## src/rtl/segint_pkg.sv

```systemverilog
// shared constants and types for the segment intersection pipeline
// no dependencies; imported by every module of the block
package segint_pkg;

  localparam int COORD_WIDTH_DEF = 16;

  localparam int ORI_COUNT = 4;

  // orientation slots: edge first, then the tested point
  localparam int ORI_ABC = 0;
  localparam int ORI_ABD = 1;
  localparam int ORI_CDA = 2;
  localparam int ORI_CDB = 3;

  typedef struct packed {
    logic shared;
    logic box_a;
    logic box_b;
    logic box_c;
    logic box_d;
  } flags_t;

  typedef struct packed {
    logic [ORI_COUNT-1:0] neg;
    logic [ORI_COUNT-1:0] zero;
  } signs_t;

endpackage

```

## src/rtl/segint_sign.sv

```systemverilog
// stage 3: cross product differences reduced to sign and zero bits
// depends on segint_pkg
module segint_sign #(
  parameter int COORD_WIDTH = segint_pkg::COORD_WIDTH_DEF
) (
  input  logic                            clk,
  input  logic                            rst,
  input  logic                            up_valid,
  output logic                            up_ready,
  input  logic signed [2*COORD_WIDTH+1:0] pl [segint_pkg::ORI_COUNT],
  input  logic signed [2*COORD_WIDTH+1:0] pr [segint_pkg::ORI_COUNT],
  input  segint_pkg::flags_t              up_flags,
  output logic                            dn_valid,
  input  logic                            dn_ready,
  output segint_pkg::signs_t              signs,
  output segint_pkg::flags_t              flags
);
  import segint_pkg::*;

  localparam int XW = 2 * COORD_WIDTH + 3;

  logic signed [XW-1:0] cprod [ORI_COUNT];
  signs_t               signs_next;

  assign up_ready = !dn_valid || dn_ready;

  always_comb begin
    for (int k = 0; k < ORI_COUNT; k++) begin
      cprod[k]           = XW'(pl[k]) - XW'(pr[k]);
      signs_next.neg[k]  = cprod[k][XW-1];
      signs_next.zero[k] = (cprod[k] == '0);
    end
  end

  always_ff @(posedge clk) begin
    if (rst) begin
      dn_valid <= 1'b0;
    end else if (up_ready) begin
      dn_valid <= up_valid;
    end
  end

  always_ff @(posedge clk) begin
    if (up_ready && up_valid) begin
      signs <= signs_next;
      flags <= up_flags;
    end
  end

endmodule

```

## config.mk

```make
export PLATFORM = sky130hd
export DESIGN_NAME = segint_sign
export DESIGN_NICKNAME = d
export VERILOG_FILES = /design/src/rtl/segint_pkg.sv /design/src/rtl/segint_sign.sv
export SDC_FILE = /design/constraint.sdc
export NUM_CORES = 1
export LEC_CHECK = 0
export BUFFER_PORTS_ARGS = -buffer_cell sky130_fd_sc_hd__buf_4
export CORE_MARGIN = 10
export CORE_UTILIZATION = 24
export CTS_CLUSTER_SIZE = 20
export DETAILED_ROUTE_END_ITERATION = 10
export GPL_ROUTABILITY_DRIVEN = 0
export PLACE_DENSITY = 0.43
export SYNTH_ARGS = -nofsm -noshare
export SYNTH_HDL_FRONTEND = slang
export SYNTH_SLANG_ARGS = --single-unit
```

## constraint.sdc

```tcl
create_clock -name clk -period 2.97 [get_ports clk]
set_input_delay 0.1485 -clock clk [delete_from_list [all_inputs] [get_ports clk]]
set_output_delay 0.1485 -clock clk [all_outputs]
set_load 0.01 [all_outputs]
```

### After elaboration in Yosys (flattened, before gate mapping)

Cells that the tools add are included.

* flip-flop bits (word level): 14
* bits of input ports: 281
* output and inout bits: 15

* add/sub/neg operators: 4
* reductions and logical operators: 7

Operators by type and width (count)
* zero test 35 bit: 4
* subtractor 34 x 34 -> 35 bit: 4
* logical AND 1 bit: 1
* zero test 1 bit: 1
* logical OR 1 bit: 1

### Logic depth before layout (Yosys ltp)

* word-level depth: 3
* mapped depth: 15
* mapped depth without buffers: 15

### Worst setup path after synthesis

Ideal clock, no wire load.

* path kind: input to register
* start: input pl[34] (netlist bit)
* end: register signs[2] (netlist bit) (data pin)
* library setup time: 0.176 ns
* arrival: 3.064 ns
* slack: -0.270 ns
* stages: 15
* path buffers: 0
* cell sequence: inv_1 ha_1 inv_1 fa_1 xor2_1 a221oi_1 o2111ai_1 a311oi_1 o2111ai_1 nor4_1 nand4_1 a2111oi_0 nand4_1 or4_1 nor4_1

RTL lines
* start: declaration: line segint_sign.sv:10 `input logic signed [2*COORD_WIDTH+1:0] pl [segint_pkg::ORI_COUNT],`
* end signal: assignment: line segint_sign.sv:45 `signs <= signs_next;`
* end: declaration: line segint_sign.sv:15 `output segint_pkg::signs_t signs,`

==> flow_summary.json <==
{
  "status": "finished, violations left",
  "violations": "negative setup slack",
  "drive_above_1_share_pct": 35.1,
  "required_ns": 3.06,
  "finalSetupViolations": 3,
  "layout_commonest_cell": "buf_4",
  "start_util_pct": 24.3,
  "cts_made_buffers": 3,
  "hold_viol_final": 0,
  "crit_type": "in -> reg",
  "finClkSkew_ns": 0.00766,
  "synth-edff-count": 13,
  "clk_path_buf_depth": 2,
  "dr.pass1.iters": 5,
  "row_count": 71,
  "grt_max_degree": 14,
  "port_buffers": 295,
  "dieArea_um2": 46200,
  "crit_arrival_ns": 3.28,
  "clock_latency_ns": 0.27,
  "slew_headroom_pct": 67.3,
  "grt_use_total_pct": 15.9,
  "final_cell_area_um2": 14600,
  "reg2reg_to": "signs[0]",
  "drv_cap": 0,
  "ys_ff_latch": 14,
  "io-pin-count": 296,
  "grt_pass1_wl_mm": 62.2,
  "rrSetupSlack_ns": 1.77,
  "peakVddDrop_mv": 0.153,
  "worst_slack_ns": -0.224,
  "timing.fmax_mhz": 313,
  "syn_area_per_cell_um2": 6.55,
  "rsz0062_at_grt": "true",
  "syn_to_final_growth_pct": 59.7,
  "fin_crit_sh_pct": 108,
  "ys_warn_count": 0,
  "end_kind": "register",
  "hold_path_class": "in -> reg",
  "yosys_most_used_dff": "edfxtp_1",
  "p_leak_uw": 0.00748,
  "tightest_slew_ns": 0.485,
  "wl_met1_mm": 18.2,
  "drtIter0Drc": 630,
  "r2r_start": "dn_valid",
  "maxSlewViolCount": 0,
  "clk_pin_slew_worst_paths_ns": 0.07,
  "highest_layer": "met4",
  "syn_nets": 1814,
  "worstRegToRegCells": 3,
  "routed-via-count": 12100,
  "syn_inst": 1393,
  "cts.sinks": 14,
  "overflow": 0,
  "cp-start-kind": "primary input",
  "ant_nets": 0,
  "finalWirelength_mm": 39.0,
  "critPathLaunch": "pl[34]",
  "final_cell_mix": "buf_4, inv_1, a21oi_1",
  "syn-cell-area_um2": 9120,
  "antenna_found_initial": 1,
  "final.min_clock_period_ns": 3.19,
  "vias_per_cell": 4.87,
  "async_flop_share_pct": 0,
  "die_x_um": 215,
  "placed_area_um2": 14200,
  "yosysSeqAreaShare_pct": 4.50,
  "die_y_um": 215,
  "dr_wl_met3_mm": 2.12,
  "core-area_um2": 37600,
  "route.met2.wl_mm": 18.2,
  "pre_cts_ws_ns": -0.622,
  "h-tree-depth": 1,
  "hpwl_mm": 34.4,
  "cts-root-buf": "clkbuf_16",
  "min_path_cells": 2,
  "wl_per_cell_um": 15.7,
  "post-route-drc-count": 0,
  "crit_end": "signs[2]",
  "powerDensity_nw_per_um2": 239,
  "crit_fanout": 4,
  "cts_tree": "done",
  "nets": 2393,
  "grt_pass1_vias": 12200,
  "synth.distinct_cells": 79,
  "cts_hold_buf": 0
}
[state kept, by name, indices dropped and copies added (netlist names)]
register  flops
flags         5
dn_valid      1
signs         8
[logic make-up (layout without fill, tap and decap cells)]
| kind of cell | Yosys count | after routing | synth area share (%) |
|---|---|---|---|
| buffers and inverters | 239 | 817 | 9.90 |
| AO/OA/AOI/OAI | 475 | 475 | 34.6 |
| XOR/XNOR | 66 | 66 | 6.34 |
| AND/OR/NAND/NOR | 446 | 446 | 23.6 |
| multiplexers | 13 | 13 | 1.48 |
| other | 0 | 1 | 0 |
| flip-flops | 14 | 14 | 4.50 |
| adder cells (fa/ha/maj) | 140 | 140 | 19.5 |
[worst max-delay path, stage by stage]
cell and delay (ns):
buf_4 0.11, inv_1 0.05, ha_2 0.17, inv_1 0.05, fa_2 0.37, a21oi_2 0.16
o21bai_1 0.12, o41ai_2 0.28, buf_4 0.18, o31ai_1 0.10, nand2_1 0.07, nand2_1 0.08
a31o_2 0.29, or3b_2 0.46, a21oi_1 0.21, o21ai_0 0.16, nor4_2 0.27
[how the worst min path moves through the flow]
stage	start	end	slack, ns
detailed placement	rst	dn_valid	0.31
global placement	rst	dn_valid	0.30
global route	rst	dn_valid	0.03
CTS	rst	dn_valid	0.01
finish	rst	dn_valid	0.02
floorplan	rst	dn_valid	0.22
[routing by layer]
layer / vias to the layer above / global-route usage, %
li1: 6227 / -
met1: 5525 / 20.7
met2: 306 / 26.8
met3: 38 / 3.30
met4: 0 / 2.22
met5: - / 0
[repair_timing]
action | 4_1_cts | 5_1_grt
gates cloned | 0 | 0
pin swaps | 26 | 12
endpoints found under the hold margin | 0 | 0
gates resized for setup | 31 | 20
setup endpoints to repair | 4 | 5
setup buffers | 12 | 2
[power breakdown]
part,internal [µW],switching [µW]
Clock,181,123
Combinational,1500,1440
Sequential,232,4.25
[through the flow]
| step | cells | power, µW | setup TNS, ns | hold slack [ns] | util [%] |
|---|---|---|---|---|---|
| floorplan | 1393 | 1780 | -0.450 | 0.218 | - |
| global placement | 2466 | 3110 | -1.90 | 0.304 | 37.7 |
| detailed placement | 2466 | 3100 | -2.28 | 0.313 | 37.7 |
| CTS | 2482 | 3490 | -0.561 | 0.0118 | 38.5 |
| global route | 2482 | 3830 | -1.32 | 0.0261 | 38.8 |
| finish | 2483 | 3490 | -0.549 | 0.0240 | 38.8 |
[synthesized netlist by cell type (4+ instances only)]
cell type  count  area (µm²)
and3_1        18         113
and2_1        10        62.6
a211o_1       10        87.6
or3_1          7        43.8
ha_1         136        1700
nand2_1      127         477
o211ai_1      18         135
a31o_2         6        52.6
a21o_1        47         353
nand4_1       24         150
o31ai_1       10        75.1
a21boi_0       4        30.0
xor2_1        28         245
nand3_1       47         235
a221oi_1       4        35.0
o21ai_0       74         370
or4_1          5        37.5
nor2b_1       19         119
a2111oi_0      4        35.0
o22ai_1       10        62.6
o41ai_1        4        35.0
o2111ai_1     14         123
a21oi_1      142         711
a31oi_1       22         138
o31a_1         5        43.8
xnor2_1       38         333
o21ai_1        8        40.0
o221ai_1       7        61.3
o21bai_1      11        82.6
nand3b_1       5        37.5
o21a_1        21         158
inv_1        193         724
a311oi_1       8        70.1
mux2i_1        9        90.1
clkbuf_1      43         161
a211oi_1      10        75.1
nor2_1       109         409
fa_1           4        80.1
nand2b_1      21         131
nor4_1        18         113
nor3_1        23         115
edfxtp_1      13         390
mux2_2         4        45.0
[layout make-up]
| class | instances | area [µm²] |
|---|---|---|
| Multi-Input combinational cell | 1140 | 8030 |
| Sequential cell | 14 | 410 |
| Inverter | 193 | 729 |
| Clock inverter | 1 | 3.75 |
| Clock buffer | 3 | 75.1 |
| Tap cell | 511 | 639 |
| Antenna cell | 1 | 2.50 |
| Timing Repair Buffer | 620 | 4680 |
| Fill cell | 4094 | 23000 |
Power figures use the tool's default switching activity.
