$ cat src/rtl/segint_pkg.sv
// shared constants and types for the segment intersection pipeline
// no dependencies; imported by every module of the block
package segint_pkg;

  localparam int COORD_WIDTH_DEF = 16;

  localparam int ORI_COUNT = 4;

  // orientation slots: edge first, then the tested point
  localparam int ORI_ABC = 0;
  localparam int ORI_ABD = 1;
  localparam int ORI_CDA = 2;
  localparam int ORI_CDB = 3;

  typedef struct packed {
    logic shared;
    logic box_a;
    logic box_b;
    logic box_c;
    logic box_d;
  } flags_t;

  typedef struct packed {
    logic [ORI_COUNT-1:0] neg;
    logic [ORI_COUNT-1:0] zero;
  } signs_t;

endpackage

$ cat src/rtl/segint_prep.sv
// stage 1: coordinate differences, shared endpoint and bounding box flags
// depends on segint_pkg
module segint_prep #(
  parameter int COORD_WIDTH = segint_pkg::COORD_WIDTH_DEF
) (
  input  logic                          clk,
  input  logic                          rst,
  input  logic                          up_valid,
  output logic                          up_ready,
  input  logic signed [COORD_WIDTH-1:0] a_x,
  input  logic signed [COORD_WIDTH-1:0] a_y,
  input  logic signed [COORD_WIDTH-1:0] b_x,
  input  logic signed [COORD_WIDTH-1:0] b_y,
  input  logic signed [COORD_WIDTH-1:0] c_x,
  input  logic signed [COORD_WIDTH-1:0] c_y,
  input  logic signed [COORD_WIDTH-1:0] d_x,
  input  logic signed [COORD_WIDTH-1:0] d_y,
  output logic                          dn_valid,
  input  logic                          dn_ready,
  output logic signed [COORD_WIDTH:0]   ex [segint_pkg::ORI_COUNT],
  output logic signed [COORD_WIDTH:0]   ey [segint_pkg::ORI_COUNT],
  output logic signed [COORD_WIDTH:0]   vx [segint_pkg::ORI_COUNT],
  output logic signed [COORD_WIDTH:0]   vy [segint_pkg::ORI_COUNT],
  output segint_pkg::flags_t            flags
);
  import segint_pkg::*;

  localparam int DW = COORD_WIDTH + 1;

  logic signed [DW-1:0] ex_next [ORI_COUNT];
  logic signed [DW-1:0] ey_next [ORI_COUNT];
  logic signed [DW-1:0] vx_next [ORI_COUNT];
  logic signed [DW-1:0] vy_next [ORI_COUNT];
  flags_t               flags_next;

  function automatic logic between(input logic signed [COORD_WIDTH-1:0] t,
                                   input logic signed [COORD_WIDTH-1:0] p,
                                   input logic signed [COORD_WIDTH-1:0] q);
    between = (p <= t && t <= q) || (q <= t && t <= p);
  endfunction

  function automatic logic in_box(input logic signed [COORD_WIDTH-1:0] tx,
                                  input logic signed [COORD_WIDTH-1:0] ty,
                                  input logic signed [COORD_WIDTH-1:0] px,
                                  input logic signed [COORD_WIDTH-1:0] py,
                                  input logic signed [COORD_WIDTH-1:0] qx,
                                  input logic signed [COORD_WIDTH-1:0] qy);
    in_box = between(tx, px, qx) && between(ty, py, qy);
  endfunction

  assign up_ready = !dn_valid || dn_ready;

  always_comb begin
    ex_next[ORI_ABC] = DW'(b_x) - DW'(a_x);
    ey_next[ORI_ABC] = DW'(b_y) - DW'(a_y);
    vx_next[ORI_ABC] = DW'(c_x) - DW'(a_x);
    vy_next[ORI_ABC] = DW'(c_y) - DW'(a_y);
    ex_next[ORI_ABD] = DW'(b_x) - DW'(a_x);
    ey_next[ORI_ABD] = DW'(b_y) - DW'(a_y);
    vx_next[ORI_ABD] = DW'(d_x) - DW'(a_x);
    vy_next[ORI_ABD] = DW'(d_y) - DW'(a_y);
    ex_next[ORI_CDA] = DW'(d_x) - DW'(c_x);
    ey_next[ORI_CDA] = DW'(d_y) - DW'(c_y);
    vx_next[ORI_CDA] = DW'(a_x) - DW'(c_x);
    vy_next[ORI_CDA] = DW'(a_y) - DW'(c_y);
    ex_next[ORI_CDB] = DW'(d_x) - DW'(c_x);
    ey_next[ORI_CDB] = DW'(d_y) - DW'(c_y);
    vx_next[ORI_CDB] = DW'(b_x) - DW'(c_x);
    vy_next[ORI_CDB] = DW'(b_y) - DW'(c_y);

    flags_next.shared = (a_x == c_x && a_y == c_y) || (a_x == d_x && a_y == d_y) ||
                        (b_x == c_x && b_y == c_y) || (b_x == d_x && b_y == d_y);
    flags_next.box_a  = in_box(a_x, a_y, c_x, c_y, d_x, d_y);
    flags_next.box_b  = in_box(b_x, b_y, c_x, c_y, d_x, d_y);
    flags_next.box_c  = in_box(c_x, c_y, a_x, a_y, b_x, b_y);
    flags_next.box_d  = in_box(d_x, d_y, a_x, a_y, b_x, b_y);
  end

  always_ff @(posedge clk) begin
    if (rst) begin
      dn_valid <= 1'b0;
    end else if (up_ready) begin
      dn_valid <= up_valid;
    end
  end

  always_ff @(posedge clk) begin
    if (up_ready && up_valid) begin
      ex    <= ex_next;
      ey    <= ey_next;
      vx    <= vx_next;
      vy    <= vy_next;
      flags <= flags_next;
    end
  end

endmodule

$ cat config.mk
export PLATFORM = sky130hd
export DESIGN_NAME = segint_prep
export DESIGN_NICKNAME = d
export VERILOG_FILES = /design/src/rtl/segint_pkg.sv /design/src/rtl/segint_prep.sv
export SDC_FILE = /design/constraint.sdc
export NUM_CORES = 1
export LEC_CHECK = 0
export BUFFER_PORTS_ARGS = -buffer_cell sky130_fd_sc_hd__buf_2
export CAP_MARGIN = 0
export CORE_UTILIZATION = 54
export DETAILED_ROUTE_END_ITERATION = 10
export PLACE_DENSITY = 0.77
export SETUP_SLACK_MARGIN = 0.1
export SLEW_MARGIN = 40
export SYNTH_ARGS = -nofsm -noshare
export SYNTH_HDL_FRONTEND = slang
export SYNTH_SLANG_ARGS = --single-unit
export TNS_END_PERCENT = 30
$ cat constraint.sdc
create_clock -name clk -period 8.2 [get_ports clk]
set_clock_uncertainty 0.2 [all_clocks]
set_input_delay 0.82 -clock clk [delete_from_list [all_inputs] [get_ports clk]]
set_output_delay 0.82 -clock clk [all_outputs]
set_load 0.005 [all_outputs]
# Word-level counts from Yosys, hierarchy flattened
# Cells that the tools add are included.
# word_totals
ff_bits,210
in_bits,132
# op_classes
addsub,12
magnitude_cmp,16
n_eq_ne,8
n_reduce_logical,38
# op_table
cell,count
less-or-equal comparator 16 bit,16
subtractor 16 x 16 -> 17 bit,12
== test 16 bit,8
logical AND 1 bit,25
logical OR 1 bit,12
zero test 1 bit,1

# Logic depth before layout (Yosys ltp)
# Gate-level depths: netlist of the first run.
# depth
ltp_word,5
ltp_mapped,11
depth_no_buf,11

# Worst setup path after synthesis of the first run
# Ideal clock, no wire load.
# synth_timing
kind,input-to-reg
startpoint,input dn_ready
endpoint,"register ex[17] (netlist name), enable pin"
setup_time_ns,0.594
t_arrival_ns,5.705
t_required_ns,7.406
path_slack_ns,1.701
cell_stages,2
n_path_buf,0
path_cell_list,nand2b_1 and2_1
# synth_via
elab_chain_cells,2
# synth_rtl
element,line_no,text
from (decl),segint_prep.sv:19,"input logic dn_ready,"
logical OR 1 bit,segint_prep.sv:51,assign up_ready = !dn_valid || dn_ready;
logical AND 1 bit,segint_prep.sv:88,if (up_ready && up_valid) begin
to (signal assigned),segint_prep.sv:89,ex <= ex_next;
to (decl),segint_prep.sv:20,"output logic signed [COORD_WIDTH:0] ex [segint_pkg::ORI_COUNT],"
# No other way between the ends.
# A chain may end at the register's enable or synchronous reset.

==> results of run 1 <==
## cell families (layout without fill, tap and decap cells)
logic type | Yosys count | after routing | share of synthesized area (%)
simple gates | 427 | 427 | 12.78
buf+inv | 269 | 625 | 7.584
compound gates | 446 | 446 | 16.33
xor+xnor | 154 | 154 | 7.884
fa+ha+maj | 244 | 244 | 18.37
mux | 10 | 10 | 0.5997
flops | 208 | 208 | 36.45
other cells | 0 | 2 | 0
## routing by layer
layer / part of all wire (%) / track usage (%)
met2: 44 / 53.57
met5: 0 / 0
met3: 9.1 / 6.301
met1: 45 / 49.51
met4: 2.5 / 8.931
## stage by stage
step	util, %	instance area (sq um)
global route	64.30	19880
finish	64.30	19880
floorplan	-	17110
detailed placement	61.52	19020
CTS	64.18	19840
global placement	61.52	19020
## flip-flops by register name, summed over array words and instances (netlist names)
| signal | count |
|---|---|
| vx | 67 |
| ey | 34 |
| vy | 67 |
| flags | 5 |
| dn_valid | 1 |
| ex | 34 |
## path summary, 6_finish.rpt
| kind | startpoint | endpoint | slack (ns) |
|---|---|---|---|
| setup / recovery | a_x[6] | flags[1] | 4.53 |
| hold / removal | rst | dn_valid | 0.24 |
| hold reg to reg | dn_valid | dn_valid | 0.34 |
| setup reg to reg | dn_valid | ex[53] | 5.78 |
## area by class of cell
cell class	count	area (sq um)
Clock buffer	29	629.4
Fill cell	2616	11030
Sequential cell	208	6236
Antenna cell	2	5.005
Inverter	169	634.4
Multi-Input combinational cell	1281	9584
Tap cell	396	495.5
Timing Repair Buffer	412	2100
Clock inverter	15	191.4
## cell usage in the layout (no fill, tap or decap), types with 5 or more instances in the layout
cell / count
a211oi_1: 14
a21boi_0: 19
a21o_1: 64
a21oi_1: 141
a221oi_1: 5
a31oi_1: 16
and2_1: 9
and3_1: 20
buf_2: 410
clkbuf_16: 24
edfxtp_1: 207
fa_1: 12
ha_1: 232
inv_1: 168
mux2i_1: 8
nand2_1: 78
nand2b_1: 30
nand3_1: 38
nand4_1: 29
nor2_1: 101
nor2b_1: 41
nor3_1: 36
nor4_1: 5
o211ai_1: 12
o21a_1: 20
o21ai_0: 97
o21bai_1: 9
o31ai_1: 6
or2_2: 8
or3_1: 12
xnor2_1: 112
xor2_1: 42
## where the power goes
group	internal [uW]	leakage (uW)	switching (uW)	total, uW
Sequential	1370	0.00201	60.8	1430
Clock	674	0.000396	455	1130
Combinational	481	0.00694	698	1180
Total	2520	0.00935	1210	3740
==> flow_metrics.py, run 1 <==
metrics = {
    "power": {
        "power_leakage_uw": 0.009346,
        "ir_worst_vdd_mv": 0.1647,
        "total_power_uw": 3737,
        "power-per-cell-area_nw_per_um2": 188.0,
    },
    "die": {
        "boundaryPins": 411,
        "fp.dieH_um": 180.0,
        "die_w_um": 180.0,
        "initial_core_util_pct": 55.35,
        "num_rows": 64,
        "dieArea_sq_um": 32400,
        "coreArea_sq_um": 30910,
    },
    "timing": {
        "final.min_clock_period_ns": 3.671,
        "final_max_slew_viol_count": 0,
        "slew_headroom_pct": 44.94,
        "clock.fmax_ghz": 0.2724,
        "min_period_over_period_pct": 44.76,
        "holdWs_ns": 0.2379,
        "hold_violations": 0,
        "worst_slack_ns": 4.529,
        "worst_pin_slew_ns": 0.8209,
        "rsz0062_at_grt": "no",
        "setup_tns_ns": 0,
        "setup_violations": 0,
    },
    "logic_synthesis": {
        "synth_common_cells": "232 x ha_1, 207 x edfxtp_1, 168 x inv_1",
        "syn-cell-area_sq_um": 17110,
        "ys_ff_latch": 208,
        "syn_nets": 2134,
        "yosys-top-cells-area": "edfxtp_1 36%, ha_1 17%, xnor2_1 5.7%",
        "ys_seq_area_share_pct": 36.45,
        "netlist.area_leader.share_pct": 36.33,
        "synth.most_common_cell": "ha_1",
        "ys.flop_type": "edfxtp_1",
        "synthArstFlopShare_pct": 0,
        "synth_area_leader_cell": "edfxtp_1",
        "synth_warnings": 0,
        "synth.distinct_cells": 71,
        "netlist_instances": 1758,
        "synth_edf_count": 207,
        "synth.avg_cell_area_sq_um": 9.732,
    },
    "critical_path": {
        "critPathMaxStageDelay_ns": 0.71,
        "critPathArrivalTime_ns": 3.75,
        "cp-end-kind": "register",
        "startpoint_type": "primary input",
        "path_delay_family": "compound AO/OA/AOI/OAI gates",
        "worstSetupPathType": "in -> reg",
        "cp_max_fo": 8,
        "path_buf_inv": 2,
        "path_depth": 11,
        "cp.required_ns": 8.27,
        "crit_path_top_delay_cell": "a211oi_1",
        "reg2reg_depth": 4,
        "cp_cell_sequence": "buf_2 -> inv_1 -> ha_1 -> and2_1 -> and3_1 -> nand4_1 -> o21a_1 -> o211a_1 -> a211oi_1 -> mux2i_1 -> o221a_1",
    },
    "routing": {
        "routed_wl_um": 57430,
        "ant_nets": 0,
        "detail_route.wl_per_cell_um": 22.86,
        "drtIter0Drc": 1360,
        "drc": 0,
        "num_vias": 14970,
        "drt_pre_antenna_iters": 8,
        "viasPerCell": 5.958,
    },
    "clock_tree": {
        "postCtsHoldBufs": 0,
        "cts_resized": 0,
        "numCtsBuffers": 24,
        "cts_tree": "built",
        "cts_root_buf": "clkbuf_16",
        "htree_levels": 1,
        "numClockSinks": 208,
        "post_cts_buffers": 0,
        "cts_buffer_depth": 3,
        "clk_pin_slew_ns": 0.06,
        "clock_latency_ns": 0.53,
    },
    "layout": {
        "layout-drive-gt1-share_pct": 22.28,
        "stdcell_count": 2512,
        "area_delta_synth_final_pct": 16.17,
        "fin_nets": 2472,
    },
    "place": {
        "gp_congestion": 0.9986,
        "dp.cells": 2465,
        "dp_hpwl_um": 47070,
        "place_ws_ns": 4.129,
        "port_buffers": 410,
    },
    "grt": {
        "antenna_found_initial": 3,
        "grt_pass1_wl_um": 84930,
        "grt_usage_pct": 34.52,
        "grt_pass1_vias": 13990,
        "grt_start_max_net_pins": 162,
        "grt_overflow": 0,
    },
    "worst_hold_path": {
        "hold_class": "in -> reg",
        "hold_path_depth": 2,
    },
    "job": {
        "drv_cap": 0,
    },
    "outcome": {
        "status": "complete, no violations",
    },
}
(Power assumes the default switching activity.)
==> run 2: changes to the inputs <==
ABC_AREA = 1   (was unset)
CORE_UTILIZATION = 51   (was 54)
PLACE_DENSITY = 0.76   (was 0.77)
clock period = 3.2 ns   (was 8.2 ns; I/O delays follow)
==> run 2 against run 1 <==
- clock power grew to 2.6 times the previous value
- critical path depth grew 4
- global-route usage is 2.2 points lower
- cell count is 17% higher
- hold slack got worse by 0.21 ns
- sequential share of layout area down 1.5 points
- core utilization is 3.9 points lower
- combinational power grew to 2.6 times the previous value
- power rose to 2.6 times the previous value
- sequential cell count unchanged
- synthesized cell count up 19%
- non-clock buffer count is 13 higher
==> flow_metrics.py, run 2 <==
metrics = {
    "outcome": {
        "status": "complete, no violations",
    },
    "routing": {
        "drc": 0,
        "drtIter0Drc": 1385,
        "detail_route.wl_per_cell_um": 20.06,
        "num_vias": 16220,
        "drt_pre_antenna_iters": 5,
        "ant_nets": 0,
        "routed_wl_um": 58950,
        "viasPerCell": 5.522,
    },
    "logic_synthesis": {
        "netlist.area_leader.share_pct": 34.67,
        "ys_ff_latch": 208,
        "synth_edf_count": 207,
        "synthArstFlopShare_pct": 0,
        "ys.flop_type": "edfxtp_1",
        "synth_area_leader_cell": "edfxtp_1",
        "syn-cell-area_sq_um": 17930,
        "synth_common_cells": "427 x nand2_1, 318 x inv_1, 232 x ha_1",
        "ys_seq_area_share_pct": 34.78,
        "yosys-top-cells-area": "edfxtp_1 35%, ha_1 16%, nand2_1 8.9%",
        "syn_nets": 2471,
        "synth.avg_cell_area_sq_um": 8.558,
        "synth.most_common_cell": "nand2_1",
        "synth_warnings": 0,
        "netlist_instances": 2095,
        "synth.distinct_cells": 52,
    },
    "grt": {
        "grt_overflow": 0,
        "grt_pass1_wl_um": 87840,
        "grt_usage_pct": 32.33,
        "antenna_found_initial": 8,
        "grt_start_max_net_pins": 86,
        "grt_pass1_vias": 15270,
    },
    "layout": {
        "fin_nets": 2832,
        "final_common_cell": "nand2_1",
        "stdcell_count": 2938,
        "fill_cells": 3066,
        "area_delta_synth_final_pct": 16.32,
        "layout_common_cells": "427 x nand2_1, 410 x buf_2, 318 x inv_1, 232 x ha_1, 207 x edfxtp_1",
        "layout-drive-gt1-share_pct": 21.42,
        "top_regs": "vx (67), vy (67)",
        "fin_area_sq_um": 20850,
    },
    "timing": {
        "final_max_slew_viol_count": 0,
        "setup_violations": 0,
        "min_period_over_period_pct": 74.54,
        "clock.fmax_ghz": 0.4192,
        "hold_violations": 0,
        "slew_headroom_pct": 57.24,
        "final.min_clock_period_ns": 2.385,
        "worst_pin_slew_ns": 0.6415,
        "rsz0062_at_grt": "no",
    },
    "die": {
        "fp.dieH_um": 189.5,
        "dieArea_sq_um": 35910,
        "die_w_um": 189.5,
        "coreArea_sq_um": 34540,
        "boundaryPins": 411,
        "num_rows": 68,
        "initial_core_util_pct": 51.90,
    },
    "clock_tree": {
        "numCtsBuffers": 24,
        "clock_latency_ns": 0.55,
        "clk_pin_slew_ns": 0.06,
        "cts_root_buf": "clkbuf_16",
        "post_cts_buffers": 0,
        "numClockSinks": 208,
        "cts_buffer_depth": 3,
        "htree_levels": 1,
        "cts_resized": 0,
        "cts_tree": "built",
    },
    "critical_path": {
        "reg2reg_from": "dn_valid",
        "path_depth": 15,
        "cp_cell_sequence": "buf_2 -> inv_1 -> ha_1 -> nand2_1 -> inv_2 -> nand2_2 -> nor3_4 -> nand3_1 -> nand2_1 -> nand2_1 -> nand2_1 -> nand2_1 -> nand2_1 -> nand2_1 -> inv_1",
        "critPathMaxStageDelay_ns": 0.58,
        "critPathArrivalTime_ns": 2.61,
        "cp.required_ns": 3.42,
        "crit_path_top_delay_cell": "ha_1",
        "reg2reg_depth": 3,
        "startpoint": "a_x[15]",
        "path_buf_inv": 4,
        "endpoint": "flags[3]",
        "cp_max_fo": 9,
        "worstSetupPathType": "in -> reg",
        "rrSetupSlack_ns": 1.34,
        "cp-end-kind": "register",
        "reg2reg_to": "vy[67]",
        "path_delay_family": "simple AND/OR/NAND/NOR gates",
        "cpMostUsedCell": "nand2_1",
        "startpoint_type": "primary input",
    },
    "power": {
        "ir_worst_vdd_mv": 0.5495,
        "pwr-share-clk_pct": 29.9,
        "combPwrFrac_pct": 32.2,
        "p_int_uw": 6367,
        "p_sw_share_pct": 34.11,
        "power.share.sequential_pct": 38.0,
        "power_leakage_uw": 0.01070,
        "p_sw_uw": 3296,
        "power-per-cell-area_nw_per_um2": 463.3,
    },
    "worst_hold_path": {
        "hold_class": "in -> reg",
    },
    "place": {
        "dp_hpwl_um": 49670,
        "placed_area_sq_um": 20000,
        "gp_congestion": 0.9881,
        "dp.cells": 2883,
        "port_buffers": 410,
    },
    "job": {
        "drv_cap": 0,
    },
}
run 2: cell types whose count changed after synthesis, sizes merged, moves of 16 or more:
cell	before	now
xnor2	112	40
nand2	79	442
a21o	64	25
nand3	39	67
a21oi	141	181
o21bai	9	37
nor2b	41	0
nand2b	30	0
o21a	20	2
xor2	42	130
and3	20	1
o21ai	100	84
inv	169	330
clkbuf	23	0
run 2: worst min path at each step:
stage,depth (start not counted),start,endpoint
detailed placement,2,rst,dn_valid
finish,3,c_x[0],ex[17]
global placement,2,rst,dn_valid
floorplan,1,rst,dn_valid
CTS,3,c_x[0],ex[17]
global route,3,c_x[0],ex[17]
run 2: power groups by stage:
stage | logic [uW] | registers [uW] | clock network [uW]
final | 3110 | 3670 | 2890
after global routing | 3400 | 3690 | 3000
after CTS | 3060 | 3670 | 2910
after detailed placement | 3030 | 3710 | 0
after global placement | 3020 | 3710 | 0
after floorplan | 1920 | 3750 | 0
run 2: per-stage QoR:
stage                     utilization [%]  hold slack (ns)  total power (uW)  TNS (ns)  setup WS [ns]
after floorplan                         -           0.1817              5664   -259.23         -1.252
after global placement              57.90           0.2686              6725         0         0.3049
after detailed placement            57.90           0.2801              6749         0         0.3007
after CTS                           60.31          0.02102              9638         0         0.8570
after global routing                60.36          0.04740             10090         0         0.6833
final                               60.37          0.03219              9662         0         0.8146
run 2: kinds of logic after synthesis:
kind of cell / share of synthesized area, %
and+or+nand+nor: 16.57
buffers and inverters: 10.82
AOI/OAI and AO/OA: 11.99
adders and majority gates: 17.53
DFF: 34.78
xor gates and xnor gates: 8.305
run 2: area by class of cell:
cell class / count / area (sq um) / area share (%)
antenna: 9 / 22.52 / 0.1080
clock buffer: 28 / 636.9 / 3.054
clock inverter: 16 / 175.2 / 0.8400
inverter: 330 / 1241 / 5.952
multi-input combinational: 1467 / 9764 / 46.82
sequential: 208 / 6237 / 29.91
tap: 455 / 569.3 / 2.730
timing repair buffer: 425 / 2207 / 10.58
run 2: tightest hold or removal path: stages:
cell and delay [ns]:
buf_2 0.13, ha_1 0.14, inv_1 0.03
run 2: per-layer routing:
metal | up-vias | wire length (um) | global-route usage (%)
met5 | - | 0 | 0
met4 | 0 | 1872 | 10.51
met3 | 99 | 4795 | 3.855
met2 | 834 | 26220 | 51.49
met1 | 7654 | 26060 | 45.57
li1 | 7637 | - | -
run 2: what timing repair did:
action | CTS | global route
hold endpoints to repair | 1 | 0
hold buffers | 2 | 0
endpoints found under the setup margin | 0 | 0
